<file path="config.mk">
export PLATFORM = sky130hd
export DESIGN_NAME = life_rule_unit
export DESIGN_NICKNAME = d
export VERILOG_FILES = /design/src/life_pkg.sv /design/src/life_rule_unit.sv
export SDC_FILE = /design/constraint.sdc
export NUM_CORES = 1
export LEC_CHECK = 0
export ABC_AREA = 1
export CAP_MARGIN = 20
export CORE_AREA = 2 2 39 41
export DETAILED_ROUTE_END_ITERATION = 8
export DIE_AREA = 0 0 41 43
export DONT_BUFFER_PORTS = 1
export GPL_ROUTABILITY_DRIVEN = 1
export PLACE_DENSITY = 0.38
export RECOVER_POWER = 100
export SLEW_MARGIN = 20
export SYNTH_ARGS = -nofsm -noshare
export SYNTH_HDL_FRONTEND = slang
export SYNTH_SLANG_ARGS = --single-unit
</file>
<file path="constraint.sdc">
create_clock -name vclk -period 3.72
set_clock_uncertainty 0.05 [all_clocks]
set_input_delay 0.186 -clock vclk [all_inputs]
set_output_delay 0.186 -clock vclk [all_outputs]
set_load 0.01 [all_outputs]
</file>
<file path="src/life_pkg.sv">
// ----------------------------------------------------------------------------
// life_pkg: shared constants and types of the life grid block
// Grid limits, field widths, command and state codes, and the 3x3 neighbor
// window that travels from the sequencer to the rule unit.
// ----------------------------------------------------------------------------
`default_nettype none

package life_pkg;

  // Largest grid the cell store holds.
  localparam int MAX_COLS = 128;
  localparam int MAX_ROWS = 128;

  // Cell coordinates and the counters that may also hold the limits.
  localparam int COL_W  = $clog2(MAX_COLS);
  localparam int ROW_W  = $clog2(MAX_ROWS);
  localparam int CCNT_W = $clog2(MAX_COLS + 1);
  localparam int RCNT_W = $clog2(MAX_ROWS + 2);

  // Configuration port.
  localparam int CFG_W     = 8;
  localparam int CFG_IDX_W = 2;
  localparam logic [CFG_IDX_W-1:0] REG_GRID_WIDTH  = CFG_IDX_W'(0);
  localparam logic [CFG_IDX_W-1:0] REG_GRID_HEIGHT = CFG_IDX_W'(1);
  localparam logic [CFG_W-1:0]     GRID_DIM_RESET  = CFG_W'(100);

  // Width used to compare sizes, counters and coordinates.
  localparam int DIM_W0 = (CFG_W > CCNT_W) ? CFG_W : CCNT_W;
  localparam int DIM_W  = (DIM_W0 > RCNT_W) ? DIM_W0 : RCNT_W;

  // B3/S23 rule.
  localparam int NBR_W        = 4;
  localparam int BIRTH_COUNT  = 3;
  localparam int SURVIVE_LOW  = 2;
  localparam int SURVIVE_HIGH = 3;

  localparam int CMD_W = 2;

  typedef enum logic [CMD_W-1:0] {
    CMD_WRITE = 2'd0,
    CMD_READ  = 2'd1,
    CMD_STEP  = 2'd2
  } cmd_t;

  typedef enum logic [2:0] {
    ST_CLEAR,
    ST_IDLE,
    ST_ACCESS,
    ST_FETCH,
    ST_LOAD,
    ST_SWEEP,
    ST_WRITE,
    ST_RESP
  } state_t;

  // Three columns of three cells. Bit 0 is the row above, bit 1 the row of
  // the cell itself, bit 2 the row below.
  typedef struct packed {
    logic [2:0] left;
    logic [2:0] mid;
    logic [2:0] right;
  } win_t;

endpackage

`default_nettype wire

</file>
<file path="src/life_rule_unit.sv">
// ----------------------------------------------------------------------------
// life_rule_unit: neighbor count and B3/S23 decision for one cell
// Counts the eight neighbors in a 3x3 window and gives the next state of the
// center cell.
// ----------------------------------------------------------------------------
`default_nettype none

module life_rule_unit (
  input  life_pkg::win_t win,
  output logic           next_alive
);
  import life_pkg::*;

  logic [NBR_W-1:0] count;
  logic             alive;

  always_comb begin
    count = '0;
    for (int i = 0; i < 3; i++) begin
      count = count + NBR_W'(win.left[i]) + NBR_W'(win.right[i]);
    end
    count = count + NBR_W'(win.mid[0]) + NBR_W'(win.mid[2]);
  end

  assign alive = win.mid[1];

  assign next_alive = (count == NBR_W'(BIRTH_COUNT)) ||
                      (alive && (count >= NBR_W'(SURVIVE_LOW)) &&
                       (count <= NBR_W'(SURVIVE_HIGH)));

endmodule

`default_nettype wire

</file>
After elaboration in Yosys (flattened, before gate mapping):

Index checks and enable logic that the tools add are counted.
Widths: inputs -> output; s select.

* register bits: 0
* input bits: 9
* output and inout port bits: 1
* word-level logic and storage cells: 13

* add/sub/neg operators: 7
* magnitude comparators: 2
* equality and inequality tests: 1
* reductions and logical operators: 3

Operator list (number)
* $add 4x1->4: 4
* $add 3x1->4: 1
* $eq 4x2->1 const B: 1
* $ge 4x2->1 const B: 1
* $le 4x2->1 const B: 1
* $add 2x1->3: 1
* $add 1x1->2: 1
* $logic_and 1x1->1: 2
* $logic_or 1x1->1: 1

Logic depth before layout (Yosys ltp):

* depth after elaboration: 11
* depth in mapped cells: 11
* depth with buffers taken out: 11

Worst setup path before layout:

Ideal clock, no wire load.

* kind: input-to-output
* start: input win[0] (netlist bit)
* end: output next_alive
* arrival time: 2.610 ns
* required time: 3.484 ns
* path slack: 0.874 ns
* cell stages on the path: 11
* cell sequence: inv_1 > fa_1 > fa_1 > fa_1 > inv_1 > ha_1 > inv_1 > fa_1 > inv_1 > nand3_2 > a21oi_2

* cells in the longest elaborated chain, start to end: 11
* elaborated cells between the ends (all ways): 13

Ends and longest elaborated chain
* from (decl): line life_rule_unit.sv:9 `input life_pkg::win_t win,`
* $add 1x1->2 (*): line life_rule_unit.sv:20 `count = count + NBR_W'(win.left[i]) + NBR_W'(win.right[i]);`
* $add 2x1->3 (*): line life_rule_unit.sv:20
* $add 3x1->4 (*): line life_rule_unit.sv:20
* $add 4x1->4 (*) (2 in a row): line life_rule_unit.sv:20
* $add 4x1->4 (*) (2 in a row): line life_rule_unit.sv:22 `count = count + NBR_W'(win.mid[0]) + NBR_W'(win.mid[2]);`
* $ge 4x2->1: line life_rule_unit.sv:28 `(alive && (count >= NBR_W'(SURVIVE_LOW)) &&`
* $logic_and 1x1->1 (2 in a row): line life_rule_unit.sv:28
* $logic_or 1x1->1 (*): line life_rule_unit.sv:27 `assign next_alive = (count == NBR_W'(BIRTH_COUNT)) ||`
* to (decl): line life_rule_unit.sv:10 `output logic next_alive`

Mark *: on every way between the ends. The rest lies on a longest branch, timed or not.

Final worst setup path:

Ends and elaborated chain as after synthesis.

==> results by group <==
Floorplanning
  • Initial Util: 15.9%
  • Die width: 41 µm
  • # rows: 14
  • Die height: 43 µm
  • Die Area: 1760 µm²
  • Core area: 1380 µm²
  • I/O pin count: 10

STA
  • Hold_ws: 0.533 ns
  • Max-slew violation count: 0
  • Tmin final: 2.98 ns
  • Fin crit share: 80.2%
  • RSZ-0062 raised after global routing: false
  • Setup WS post-layout: 0.736 ns
  • Worst Max-Slew Pin Slew: roughly 0.27 ns
  • Final Hold Viols: 0
  • Setup TNS: 0 ns
  • Final setup violation count: 0
  • Slew margin rel.: 82.0%
  • Max frequency: 335 MHz

Drt
  • Via Count: 157
  • DRC Markers: 0
  • Final ANT Viol Nets: 0
  • Final WL: 286 µm
  • TritonRoute pass-1 iters: 1
  • Detailed Route Iter0 Violations: 0
  • Via density: approximately 3.3
  • DR WL/cell: 6.09 µm

Power
  • PD cells: between 200 and 250 nW/µm²
  • Leakage: approximately 0.16 nW
  • Peak supply drop: 0.0502 mV
  • Total power: 0.0573 mW

Finish
  • Most common cell after layout, fill and taps aside: inv_1
  • Area of the multi-input gates: 149 µm²
  • Area Overhead vs Synth: 7.39%
  • Sequential Area: 0 µm²
  • Final core occ: 17.1%
  • Finished Layout Cells: 47
  • Share of layout cells above drive strength 1: 3.23%
  • Fin area: 236 µm²
  • Commonest non-fill, non-tap cells in the layout: inv_1, fa_1, nand2_1, ha_1
  • # fillers: around 160
  • ANT cells: 0
  • Seq_cells: 0
  • # clk buffers: 0
  • Final nets: 49

Clock tree
  • # hold bufs at CTS: 0
  • Post-CTS Resized: 0
  • Post-CTS setup buffers: 0

Synthesis
  • Netlist cell types: 7
  • Fraction of synthesized cell area in xor and xnor cells: 0%
  • Post-synthesis compound-gate area fraction: 3.98%
  • Syn_area_per_cell: 7.10 µm²
  • Net count after synthesis: 47
  • Simple-gate share of the synthesized area: 11.9%
  • Adder-Cell Fraction of Synth Area: between 50% and 60%
  • Synthesized area: 220 µm²
  • Mux share of post-synthesis cell area: 0%
  • Sequential fraction of the synthesis area: 0%
  • Ys Warns: 0
  • Mapped Cells: 31
  • Largest family of logic cells by synthesized area: adder cells

Placed design
  • GPL Wtd Cong: 0.560
  • Port Buffer Count: 0
  • Pre-CTS WS: 0.775 ns
  • Placed insts: 47
  • Hpwl dp: between 200 and 300 µm
  • Dpl cell area: 240 µm²

Worst setup path
  • Crit path required time: 3.48 ns
  • Crit-path max FO: 2
  • Worst Setup End Kind: output pin
  • CP Launch Type: input pin
  • Critical path class: input pin to output pin
  • Worst EP arrival: 2.75 ns

Global route
  • Gr usage total: 4.22%
  • Vias in the first global route: 137
  • Largest net degree at the start of global routing: 3
  • First-pass GRT wire length: roughly 560 µm
  • Initial antenna violation count: 0
  • Grt ovf: 0

Job
  • Max Cap Viol: 0

Outcome
  • Status: complete, no violations

Min path
  • Hold crit path type: input pin to output pin
critical path, cell delays in order:
cell and delay, ns:
inv_1 0.03, fa_1 0.54, fa_1 0.43, fa_1 0.49, inv_1 0.04, ha_1 0.19
inv_1 0.07, fa_1 0.40, inv_1 0.07, nand3_2 0.06, a21oi_1 0.24
area by class of cell:
| type | count | share of cell area [%] |
|---|---|---|
| multi-input combinational | 13 | 63.0 |
| inverter | 18 | 28.6 |
| tap | 16 | 8.47 |
synthesized netlist by cell type:
cell / count / share of area (%)
a21oi_2: 1 / 4.0
fa_1: 4 / 36
ha_1: 3 / 17
inv_1: 18 / 31
nand2_1: 3 / 5.1
nand3_1: 1 / 2.3
nand3_2: 1 / 4.5
layer usage:
metal / wire length, µm / track usage (%) / part of all wire, %
met2: 143 / 6.88 / 50
met3: 17 / 0 / 5.9
met4: 0 / 0 / 0
met5: 0 / 0 / 0
met1: 125 / 6.45 / 44
worst paths after layout:
check	from	to	slack, ns	cells after the start
worst max-delay path	win[0]	next_alive	0.74	11
worst min-delay path	win[4]	next_alive	0.53	4
cells by family (layout without fill, tap and decap cells):
group           Yosys count  in the layout
compound gates            1              1
fa+ha+maj                 7              7
buf+inv                  18             18
simple gates              5              5
where the power goes:
part           total (mW)  switching, mW  internal, mW
Combinational      0.0573         0.0333        0.0240
Clock                   0              0             0
Sequential              0              0             0
Note: power is estimated with default switching activity, not from simulation.
